<file path="src/sv/urbe_pkg.sv">
// urbe_pkg: shared types and constants for the serial-port ring buffer engine.
// Used by urbe_queue and uart_ring_buffer_engine; depends on nothing.

package urbe_pkg;

  // Byte width of every queued item
  localparam int unsigned ByteW = 8;

  // Operation codes of an input beat
  typedef enum logic [1:0] {
    OpHostWrite = 2'd0,
    OpHostRead  = 2'd1,
    OpTxDone    = 2'd2,
    OpRxByte    = 2'd3
  } op_e;

  // Commands from the control logic to one queue
  typedef struct packed {
    logic             load;  // step is processed: capture head data
    logic             push;  // append wdata at the tail
    logic             pop;   // advance the head
    logic [ByteW-1:0] wdata;
  } q_cmd_t;

  // Status of one queue before the current step
  typedef struct packed {
    logic empty;
    logic full;
  } q_stat_t;

endpackage

</file>
<file path="src/sv/uart_ring_buffer_engine.sv">
// uart_ring_buffer_engine: transmit and receive byte queues for a serial port.
// Depends on urbe_pkg and urbe_queue.

// The block takes one beat per cycle while no result waits (host write, host
// read, transmit done or received byte) and returns exactly one result beat
// for each, held first in the input register and then in the result register,
// with the head byte of each queue read from its memory into the result
// register. Each queue holds TX_DEPTH-1 or RX_DEPTH-1 bytes; a write
// or received byte that finds its queue full is discarded and flagged as
// dropped. A host write while the transmitter is idle hands the head byte to
// the transmitter in the same step, and transmit done hands over the next
// one or leaves the transmitter idle. tx_byte and read_byte read zero when
// their flags are low. Input is stalled only while a result waits.

module uart_ring_buffer_engine #(
  parameter int unsigned TX_DEPTH = 16,
  parameter int unsigned RX_DEPTH = 16
) (
  input  logic       clk_i,
  input  logic       rst_ni,
  input  logic       in_valid_i,
  output logic       in_stall_o,
  input  logic [1:0] operation_i,
  input  logic [7:0] data_i,
  output logic       out_valid_o,
  input  logic       out_stall_i,
  output logic       tx_start_o,
  output logic [7:0] tx_byte_o,
  output logic       read_valid_o,
  output logic [7:0] read_byte_o,
  output logic       dropped_o,
  output logic       tx_idle_o
);

  logic                       in_valid_q;
  urbe_pkg::op_e              op_q;
  logic [urbe_pkg::ByteW-1:0] data_q;
  logic                       out_valid_q;
  logic                       start_q, read_valid_q, dropped_q, idle_out_q;
  logic                       xmit_idle_q, xmit_idle_d;
  logic                       advance, process, in_accept;
  logic                       start_d, read_valid_d, dropped_d;
  logic                       kick, have_byte;
  urbe_pkg::q_cmd_t           tx_cmd, rx_cmd;
  urbe_pkg::q_stat_t          tx_stat, rx_stat;
  logic [urbe_pkg::ByteW-1:0] tx_rdata, rx_rdata;

  // Handshake: the input register fills while the result register waits
  assign advance    = !out_valid_q || !out_stall_i;
  assign process    = in_valid_q && advance;
  assign in_stall_o = in_valid_q && !advance;
  assign in_accept  = in_valid_i && !in_stall_o;

  // Hold the accepted beat
  always_ff @(posedge clk_i or negedge rst_ni) begin
    if (!rst_ni) begin
      in_valid_q <= 1'b0;
    end else if (in_accept) begin
      in_valid_q <= 1'b1;
    end else if (process) begin
      in_valid_q <= 1'b0;
    end
  end

  always_ff @(posedge clk_i) begin
    if (in_accept) begin
      op_q   <= urbe_pkg::op_e'(operation_i);
      data_q <= data_i;
    end
  end

  // Decode the step into queue commands and result flags
  always_comb begin
    tx_cmd       = '0;
    rx_cmd       = '0;
    tx_cmd.load  = process;
    rx_cmd.load  = process;
    tx_cmd.wdata = data_q;
    rx_cmd.wdata = data_q;
    kick         = 1'b0;
    read_valid_d = 1'b0;
    dropped_d    = 1'b0;
    unique case (op_q)
      urbe_pkg::OpHostWrite: begin
        tx_cmd.push = process && !tx_stat.full;
        dropped_d   = tx_stat.full;
        kick        = xmit_idle_q;
      end
      urbe_pkg::OpHostRead: begin
        rx_cmd.pop   = process && !rx_stat.empty;
        read_valid_d = !rx_stat.empty;
      end
      urbe_pkg::OpTxDone: begin
        kick = 1'b1;
      end
      urbe_pkg::OpRxByte: begin
        rx_cmd.push = process && !rx_stat.full;
        dropped_d   = rx_stat.full;
      end
      default: begin
        kick = 1'b0;
      end
    endcase
    // A byte just written counts as queued for the transmitter
    have_byte   = !tx_stat.empty || (op_q == urbe_pkg::OpHostWrite && !tx_stat.full);
    start_d     = kick && have_byte;
    tx_cmd.pop  = process && start_d;
    xmit_idle_d = kick ? !have_byte : xmit_idle_q;
  end

  // Track the transmitter
  always_ff @(posedge clk_i or negedge rst_ni) begin
    if (!rst_ni) begin
      xmit_idle_q <= 1'b1;
    end else if (process) begin
      xmit_idle_q <= xmit_idle_d;
    end
  end

  urbe_queue #(
    .DEPTH (TX_DEPTH)
  ) u_tx_queue (
    .clk_i   (clk_i),
    .rst_ni  (rst_ni),
    .cmd_i   (tx_cmd),
    .stat_o  (tx_stat),
    .rdata_o (tx_rdata)
  );

  urbe_queue #(
    .DEPTH (RX_DEPTH)
  ) u_rx_queue (
    .clk_i   (clk_i),
    .rst_ni  (rst_ni),
    .cmd_i   (rx_cmd),
    .stat_o  (rx_stat),
    .rdata_o (rx_rdata)
  );

  // Result register: load on process, drop when taken
  always_ff @(posedge clk_i or negedge rst_ni) begin
    if (!rst_ni) begin
      out_valid_q <= 1'b0;
    end else if (process) begin
      out_valid_q <= 1'b1;
    end else if (!out_stall_i) begin
      out_valid_q <= 1'b0;
    end
  end

  always_ff @(posedge clk_i) begin
    if (process) begin
      start_q      <= start_d;
      read_valid_q <= read_valid_d;
      dropped_q    <= dropped_d;
      idle_out_q   <= xmit_idle_d;
    end
  end

  assign out_valid_o  = out_valid_q;
  assign tx_start_o   = start_q;
  assign tx_byte_o    = start_q ? tx_rdata : '0;
  assign read_valid_o = read_valid_q;
  assign read_byte_o  = read_valid_q ? rx_rdata : '0;
  assign dropped_o    = dropped_q;
  assign tx_idle_o    = idle_out_q;

`ifndef SYNTHESIS
  // A handed-over byte always leaves the transmitter busy
  a_start_busy: assert property (@(posedge clk_i) disable iff (!rst_ni)
    out_valid_q && start_q |-> !idle_out_q)
    else $error("tx_start with transmitter idle");

  // One result never both returns a read and starts a byte or drops one
  a_one_kind: assert property (@(posedge clk_i) disable iff (!rst_ni)
    out_valid_q |-> !(start_q && read_valid_q) && !(read_valid_q && dropped_q))
    else $error("conflicting result flags");

  // Result flag matches the transmitter state it was taken from
  a_idle_track: assert property (@(posedge clk_i) disable iff (!rst_ni)
    process |=> idle_out_q == xmit_idle_q)
    else $error("tx_idle result out of step with transmitter");

  // A waiting beat is held while the result stalls
  a_hold: assert property (@(posedge clk_i) disable iff (!rst_ni)
    in_valid_q && out_valid_q && out_stall_i |=> in_valid_q && $stable(data_q))
    else $error("input beat lost under stall");
`endif

endmodule

</file>
<file path="src/sv/urbe_queue.sv">
// urbe_queue: circular byte queue that keeps one slot empty (DEPTH-1 bytes).
// Depends on urbe_pkg for the command and status structs.

module urbe_queue #(
  parameter int unsigned DEPTH = 16
) (
  input  logic                       clk_i,
  input  logic                       rst_ni,
  input  urbe_pkg::q_cmd_t           cmd_i,
  output urbe_pkg::q_stat_t          stat_o,
  output logic [urbe_pkg::ByteW-1:0] rdata_o
);

  localparam int unsigned PtrW = $clog2(DEPTH);
  localparam logic [PtrW-1:0] LastIdx = PtrW'(DEPTH - 1);

  logic [urbe_pkg::ByteW-1:0] mem [DEPTH];
  logic [urbe_pkg::ByteW-1:0] rdata_q;
  logic [PtrW-1:0]            wr_ptr_q, wr_ptr_d;
  logic [PtrW-1:0]            rd_ptr_q, rd_ptr_d;
  logic [PtrW-1:0]            wr_ptr_inc, rd_ptr_inc;
  logic                       bypass;

  // Wrap the pointers at the last slot
  assign wr_ptr_inc = (wr_ptr_q == LastIdx) ? '0 : wr_ptr_q + PtrW'(1);
  assign rd_ptr_inc = (rd_ptr_q == LastIdx) ? '0 : rd_ptr_q + PtrW'(1);

  assign stat_o.empty = (rd_ptr_q == wr_ptr_q);
  assign stat_o.full  = (wr_ptr_inc == rd_ptr_q);

  // A byte pushed into an empty queue is the head in the same step
  assign bypass = cmd_i.push && stat_o.empty;

  assign wr_ptr_d = cmd_i.push ? wr_ptr_inc : wr_ptr_q;
  assign rd_ptr_d = cmd_i.pop  ? rd_ptr_inc : rd_ptr_q;

  // Advance the pointers
  always_ff @(posedge clk_i or negedge rst_ni) begin
    if (!rst_ni) begin
      wr_ptr_q <= '0;
      rd_ptr_q <= '0;
    end else begin
      wr_ptr_q <= wr_ptr_d;
      rd_ptr_q <= rd_ptr_d;
    end
  end

  // Write the tail entry
  always_ff @(posedge clk_i) begin
    if (cmd_i.push) begin
      mem[wr_ptr_q] <= cmd_i.wdata;
    end
  end

  // Capture the head entry, hold it while the result waits
  always_ff @(posedge clk_i) begin
    if (cmd_i.load) begin
      rdata_q <= bypass ? cmd_i.wdata : mem[rd_ptr_q];
    end
  end

  assign rdata_o = rdata_q;

endmodule

</file>
<file path="config.mk">
export PLATFORM = sky130hd
export DESIGN_NAME = uart_ring_buffer_engine
export DESIGN_NICKNAME = d
export VERILOG_FILES = /design/src/sv/urbe_pkg.sv /design/src/sv/uart_ring_buffer_engine.sv /design/src/sv/urbe_queue.sv
export SDC_FILE = /design/constraint.sdc
export NUM_CORES = 1
export LEC_CHECK = 0
export BUFFER_PORTS_ARGS = -buffer_cell sky130_fd_sc_hd__buf_4
export CORE_ASPECT_RATIO = 0.7
export CORE_UTILIZATION = 45
export CTS_BUF_LIST = sky130_fd_sc_hd__clkbuf_8
export CTS_CLUSTER_SIZE = 28
export DETAILED_ROUTE_END_ITERATION = 16
export HOLD_SLACK_MARGIN = 0.05
export SETUP_SLACK_MARGIN = 0.1
export SLEW_MARGIN = 20
export SYNTH_ARGS = -nofsm -noshare
export SYNTH_HDL_FRONTEND = slang
export SYNTH_SLANG_ARGS = --single-unit
export TNS_END_PERCENT = 20
</file>
<file path="constraint.sdc">
create_clock -name clk_i -period 2.6 [get_ports clk_i]
set_input_delay 0.13 -clock clk_i [delete_from_list [all_inputs] [get_ports clk_i]]
set_output_delay 0.13 -clock clk_i [all_outputs]
set_load 0.02 [all_outputs]
</file>
**Word level (Yosys, flattened, before mapping)**

Memory sizes are Yosys's and may differ from the RTL's. A register that Yosys moved wholly into a read port is not among the register bits.
Cells that the tools add are included.

- Flip-flop bits (word level): 33
- Bits in latches: 0
- Bits in writable memories: 256
- Bits in read-only memories: 0
- Bits of input ports: 14
- Output and inout bits: 22
- Word-level logic and storage cells: 73
- Memories kept: 2

Memory list:

| memory | depth | bits a word | read ports | clocked after memory_dff | wr ports | RTL line | RTL |
|---|---|---|---|---|---|---|---|
| u_rx_queue.mem | 16 | 8 | 1 | 1 | 1 | urbe_queue.sv:17 | `logic [urbe_pkg::ByteW-1:0] mem [DEPTH];` |
| u_tx_queue.mem | 16 | 8 | 1 | 1 | 1 | urbe_queue.sv:17 |  |

- $add $sub $neg: 4
- $mul: 0
- Divide/modulo/power cells: 0
- Magnitude comparators: 0
- Eq/ne operators: 12
- Shift operators: 0
- Mux-type cells: 20
- Bitwise logic cells: 0
- Reduce and logical (&&, ||, !) cells: 22

Operator list:

| kind | count |
|---|---|
| $add A4 B1 Y4 const B | 4 |
| $eq A4 B4 Y1 | 4 |
| $eq A4 B4 Y1 const B | 4 |
| $mux W4 | 4 |
| $mux W8 | 2 |
| $mux W1 | 12 |
| $logic_and A1 B1 Y1 | 9 |
| $logic_not A1 Y1 | 9 |
| $eq A2 B2 Y1 const B | 2 |
| $pmux W1 S2 | 2 |
| $eq A2 B1 Y1 const B | 1 |
| $logic_not A2 Y1 | 1 |
| $logic_or A1 B1 Y1 | 2 |
| $ne A2 B1 Y1 const B | 1 |
| $reduce_bool A2 Y1 | 1 |

**Depth between registers and ports, before layout**

- Depth after elaboration: 8
- Mapped depth: 9
- Mapped depth without buffers: 7

**Modules after synthesis**

A second synthesis with hierarchy kept.

- Cells, all modules: 638
- Area total of the unflattened synthesis: 12593.3 µm²

Modules (own cells, without submodules):

| module | instances | cells an instance | area an instance (µm²) | sequential area each (µm²) |
|---|---|---|---|---|
| urbe_queue at u_rx_queue | 1 | 288 | 5899.4 | 4284.1 |
| urbe_queue at u_tx_queue | 1 | 288 | 5898.2 | 4284.1 |
| uart_ring_buffer_engine | 1 | 62 | 795.8 | 496.7 |

**Worst setup path after synthesis**

OpenSTA, ideal clock, no wires.

- Path kind: flip-flop to flip-flop
- Start point: register out_valid_q, in the netlist out_valid_o
- End point: memory u_rx_queue.mem[10][0] in the netlist's numbering (enable)
- Library setup time: 332 ps
- Arrival: 2441 ps
- Data required time: 2268 ps
- Setup slack: -172 ps
- Cell stages (with the launch flop): 8
- Buffers on the path: 2
- Clock period less this slack: 2772 ps
- Cell sequence: dfrtp_1 -> nand2_1 -> and2_1 -> clkbuf_1 -> nand2_1 -> nor2_2 -> clkbuf_1 -> and3_1

- Longest elaborated chain between the ends: 7

Ends and longest elaborated chain:

| item | RTL line | RTL |
|---|---|---|
| start, declared | uart_ring_buffer_engine.sv:38 | `logic out_valid_q;` |
| start signal, assigned | uart_ring_buffer_engine.sv:143 | `out_valid_q <= 1'b0;` |
| start signal, assigned | uart_ring_buffer_engine.sv:145 | `out_valid_q <= 1'b1;` |
| start signal, assigned | uart_ring_buffer_engine.sv:147 | `out_valid_q <= 1'b0;` |
| $logic_not A1 Y1 | uart_ring_buffer_engine.sv:49 | `assign advance = !out_valid_q \|\| !out_stall_i;` |
| $logic_or A1 B1 Y1 | uart_ring_buffer_engine.sv:49 |  |
| $logic_and A1 B1 Y1 | uart_ring_buffer_engine.sv:50 | `assign process = in_valid_q && advance;` |
| net process | uart_ring_buffer_engine.sv:41 | `logic advance, process, in_accept;` |
| $logic_and A1 B1 Y1 | uart_ring_buffer_engine.sv:97 | `rx_cmd.push = process && !rx_stat.full;` |
| $mux W1 | uart_ring_buffer_engine.sv:83 | `unique case (op_q)` |
| $mux W1 | urbe_queue.sv:50 | `if (cmd_i.push) begin` |
| $mux W1 (not written as such) | urbe_queue.sv:51 | `mem[wr_ptr_q] <= cmd_i.wdata;` |
| end, declared | urbe_queue.sv:17 |  |

The timed path passes the listed nets, and every way through them passes these cells.

**Worst setup path after layout**

- Start point: register u_rx_queue.wr_ptr_q[1]
- End point: memory u_rx_queue.mem[10][6] in the netlist's numbering (enable)

- Longest elaborated chain between the ends: 8
- Elaborated cells on any way between the ends: 9
- Those cells by class: add/sub (1); eq/ne (2); mux (4); reduce/logical (2)

Ends and longest elaborated chain:

| item | RTL line | RTL |
|---|---|---|
| start, declared | urbe_queue.sv:19 | `logic [PtrW-1:0] wr_ptr_q, wr_ptr_d;` |
| start signal, assigned | urbe_queue.sv:43 | `wr_ptr_q <= wr_ptr_d;` |
| $add A4 B1 Y4 or $eq A4 B4 Y1 (tied branches) | urbe_queue.sv:25 | `assign wr_ptr_inc = (wr_ptr_q == LastIdx) ? '0 : wr_ptr_q + PtrW'(1);` |
| $mux W4 | urbe_queue.sv:25 |  |
| $eq A4 B4 Y1 | urbe_queue.sv:29 | `assign stat_o.full = (wr_ptr_inc == rd_ptr_q);` |
| $logic_not A1 Y1 | uart_ring_buffer_engine.sv:97 |  |
| $logic_and A1 B1 Y1 | uart_ring_buffer_engine.sv:97 |  |
| $mux W1 | uart_ring_buffer_engine.sv:83 |  |
| $mux W1 | urbe_queue.sv:50 |  |
| $mux W1 (not written as such) | urbe_queue.sv:51 |  |

Several ways; a longest one is shown, not always the timed one.

==> metrics.txt <==
CTS Buffer Depth=3; initial core utilization=0.463; static leakage=~5.1 nW; number of flops mapped to enable cells by yosys=about 290; clock tree root buffer cell=clkbuf_8; startpoint of the worst register-to-register path=u_rx_queue.wr_ptr_q[1]$_DFFE_PN0P_; unique cell type count in the Yosys netlist=between 50 and 60; total wire length=roughly 29,000 um; Synth Area per Inst=around 19 um2; cell count after synthesis=about 650; length of the first detailed-routing pass in iterations=5; antenna cell count=0; CP startpoint=u_rx_queue.wr_ptr_q[1]$_DFFE_PN0P_; routed length on met2=between 10,000 and 15,000 um; unrepaired setup endpoints after global routing=false; Worst setup SP type=register; metal1 wirelength=14,400 um; Vias=roughly 6.7k; Area Growth Syn to Fin=18.5%; multi-input logic area=about 0.0034 mm2; number of buffers added on ports=35; clock slew at reported path FFs=0.07 ns; first-pass GRT wire length=between 40,000 and 50,000 um; antenna violations before repair=1; Die Height=approximately 140 um; endpoint kind of the worst setup timing path=register; wire per inst=roughly 25 um; CTS H-tree lvls=2; Power Dens Cells=between 1000 and 1500 mW/mm2; full die area=0.0284 mm2; number of DRC violations after detailed-routing iteration 0=660; remaining max-slew budget at the tightest pin=0.355; Hold Vio Cnt, Final=0; warning count from the yosys run=0; slowest stage cell, crit path=dfrtp_1; Max Transition Viols Final=0; mapped cell area=roughly 0.012 mm2; Layout fillers=2,034; met3 routed wirelength=2270 um; delay of the slowest cell on the worst path=0.44 ns; layout cell share with drive strength beyond 1=0.341; end-of-flow core utilization=0.549; max-capacitance violation count=0; peak supply drop=slightly above 0.4 mV; vias per inst=5.72; uppermost layer routed=met4; worst min-delay path startpoint=operation_i[1]; achievable clock frequency=roughly 0.41 GHz; die width=201 um; fin crit share=0.927; standard cell core area=approximately 0.027 mm2; latest clock arrival within the worst-skew pair=between 0.5 and 0.6 ns; worst slew pin tran=about 0.97 ns; worst r2r dst=u_rx_queue.mem[10][6]$_DFFE_PP_; setup ws final=0.190 ns; WS Path Type=reg2reg; standard-cell rows=50; destination of the critical timing path=u_rx_queue.mem[10][6]$_DFFE_PP_; Seq/Total Area, Yosys=0.726; Setup violations, final=0; worst path cell trace=ha_2 -> nand2b_1 -> o2111ai_1 -> a2111oi_4 -> nor2_2 -> buf_4 -> and3_1; DRC violations left=0; result of the run=finished, final reports clean; worst min-delay path category=in2reg; routability congestion estimate=roughly 0.9; via count of the first global-routing pass=around 6.7k; depth of the worst register-to-register path=7; post-detail-place hpwl=~19,000 um; worst path required time=2.82 ns; number of sinks on the clock net=between 300 and 400; net total in the final layout=800; signal arrival time at the worst endpoint=about 2.6 ns; I/O pin count=36; register area=0.00907 mm2; pin count of the biggest net entering global routing=35; maximum fanout along the worst path=8; TritonCTS clock tree=done; Async S/R FF share, synth=0.0623; dominant register cell in the synthesized netlist=edfxtp_1; number of CTS-inserted buffers=47; Worst R2R Setup Slack=0.19 ns; remaining number of nets flagged by the antenna check after routing=0; Post-Place Setup Slack=-0.0867 ns; worst-case clock skew=between 0.03 and 0.04 ns; flip-flop and latch count after synthesis=around 310; total overflow reported by the global router=0; post-synth net total=680; minimum clock period after layout=approximately 2.4 ns; global routing usage summed across all routing layers=0.213
-- Yosys cell counts, types with 2 or more instances --
library cell / instances / share of area
and3_1: 16 / 0.0080
nor4_1: 2 / 0.0010
a31oi_1: 3 / 0.0015
nand2_1: 23 / 0.0069
buf_4: 5 / 0.0030
xor2_1: 6 / 0.0042
a22o_1: 16 / 0.011
edfxtp_1: 286 / 0.69
buf_2: 13 / 0.0052
nand3_1: 2 / 0.00080
mux4_2: 58 / 0.10
nor2_1: 25 / 0.0075
ha_1: 15 / 0.015
clkbuf_1: 9 / 0.0027
mux2_2: 16 / 0.014
and4b_1: 2 / 0.0016
o211ai_1: 3 / 0.0018
a21oi_1: 7 / 0.0028
o21ai_0: 11 / 0.0044
a221o_1: 8 / 0.0064
dfrtp_1: 18 / 0.036
nand2b_1: 4 / 0.0020
xnor2_1: 14 / 0.0098
inv_1: 14 / 0.0042
a221oi_1: 8 / 0.0056
nor3b_1: 5 / 0.0030
nor2_2: 2 / 0.0010
nor2b_1: 3 / 0.0015
nand4b_1: 2 / 0.0014
buf_1: 4 / 0.0012
and2_1: 24 / 0.012
mux4_1: 6 / 0.013
o211ai_2: 2 / 0.0020
-- layer usage --
layer  global-route usage  vias up
met5                    0        -
met4               0.0558        0
met3               0.0556       37
met2                0.281      269
met1                0.344     3493
li1                     -     2881
-- flip-flops by register name (all words and copies together) (netlist names), 2 cells and up --
| name | cells |
|---|---|
| u_tx_queue.rd_ptr_q | 4 |
| u_rx_queue.rd_ptr_q | 4 |
| u_rx_queue.rdata_o | 8 |
| u_rx_queue.mem | 128 |
| u_tx_queue.wr_ptr_q | 4 |
| op_q | 2 |
| u_rx_queue.wr_ptr_q | 4 |
| data_q | 8 |
| u_tx_queue.rdata_o | 8 |
| u_tx_queue.mem | 128 |
-- final cells by class --
type | instances | area share
clock buffers | 49 | 0.0456
clock inverters | 32 | 0.0179
inverters | 14 | 0.00355
multi-input cells | 299 | 0.227
flip-flops and latches | 305 | 0.613
well taps | 364 | 0.0308
repair buffers | 104 | 0.0625
-- cell usage in the layout, fill, tap and decap left out, drive strengths merged, types with 2 or more instances in the layout --
| cell | synthesis | final |
|---|---|---|
| edfxtp | 286 | 286 |
| buf | 24 | 88 |
| mux4 | 64 | 64 |
| clkbuf | 9 | 49 |
| nor2 | 27 | 27 |
| inv | 14 | 26 |
| and2 | 24 | 24 |
| nand2 | 23 | 23 |
| dfrtp | 18 | 18 |
| a22o | 16 | 16 |
| mux2 | 16 | 16 |
| dlygate4sd3 | 0 | 16 |
| and3 | 16 | 16 |
| ha | 15 | 15 |
| clkinv | 0 | 15 |
| xnor2 | 14 | 14 |
| o21ai | 12 | 12 |
| a221o | 8 | 8 |
| a221oi | 8 | 8 |
| a21oi | 7 | 7 |
| xor2 | 6 | 6 |
| bufinv | 0 | 5 |
| o211ai | 5 | 5 |
| nor3b | 5 | 5 |
| nand2b | 4 | 4 |
| nor2b | 3 | 3 |
| a31oi | 3 | 3 |
| nor4 | 2 | 2 |
| and4b | 2 | 2 |
| nand4b | 2 | 2 |
| nand3 | 2 | 2 |
-- cell families (layout without fill, tap and decap cells) --
family	Yosys count	in the layout	synth area share
AND/OR/NAND/NOR	112	112	0.0478
flip-flops	305	305	0.726
adder cells (fa/ha/maj)	15	15	0.0150
AO/OA/AOI/OAI	71	71	0.0460
multiplexers	81	81	0.133
XOR/XNOR	20	20	0.0140
buffers and inverters	47	199	0.0184
-- worst min path at each step --
| stage | cells past startpoint | to |
|---|---|---|
| after floorplan | 0 | in_valid_q$_DFFE_PN0P_ |
| after global placement | 1 | u_tx_queue.rd_ptr_q[1]$_DFFE_PN0P_ |
| after detailed placement | 1 | u_tx_queue.wr_ptr_q[3]$_DFFE_PN0P_ |
| after CTS | 2 | data_q[1]$_DFFE_PP_ |
| after global routing | 2 | data_q[5]$_DFFE_PP_ |
| final | 2 | op_q[1]$_DFFE_PP_ |
-- report_power, final --
group          internal [W]  total [W]  switching [W]
clock network       0.00224    0.00408        0.00183
registers           0.00583    0.00621       0.000376
logic               0.00235    0.00496        0.00261
total                0.0104     0.0152        0.00482
-- timing repair --
| action | 4_1_cts | 5_1_grt |
|---|---|---|
| endpoints found under the setup margin | 184 | 255 |
| gates resized for setup | 10 | 39 |
| pin swaps | 0 | 4 |
| endpoints found under the hold margin | 31 | 0 |
| setup buffers | 0 | 4 |
| hold buffers | 16 | 0 |
-- critical path, delay by kind of cell, from the launching register on --
kind	cells	cell delay, ns
buffers and inverters	1	0.15
adder cells (fa/ha/maj)	1	0.25
flip-flops	1	0.44
AND/OR/NAND/NOR	3	0.75
AO/OA/AOI/OAI	2	0.46
-- metrics by stage --
step	power, W	hold slack (ns)	TNS [ns]	std cells	instance area [um2]
2_1_floorplan	0.00943	-0.166	-2.98	651	12500
3_3_place_gp	0.0109	0.0403	-0.717	1066	13500
3_5_place_dp	0.0110	0.0373	-3.49	1066	13500
4_1_cts	0.0151	0.228	0	1163	14600
5_1_grt	0.0159	0.237	0	1167	14800
6_report	0.0152	0.277	0	1167	14800
Power figures use the tool's default switching activity.
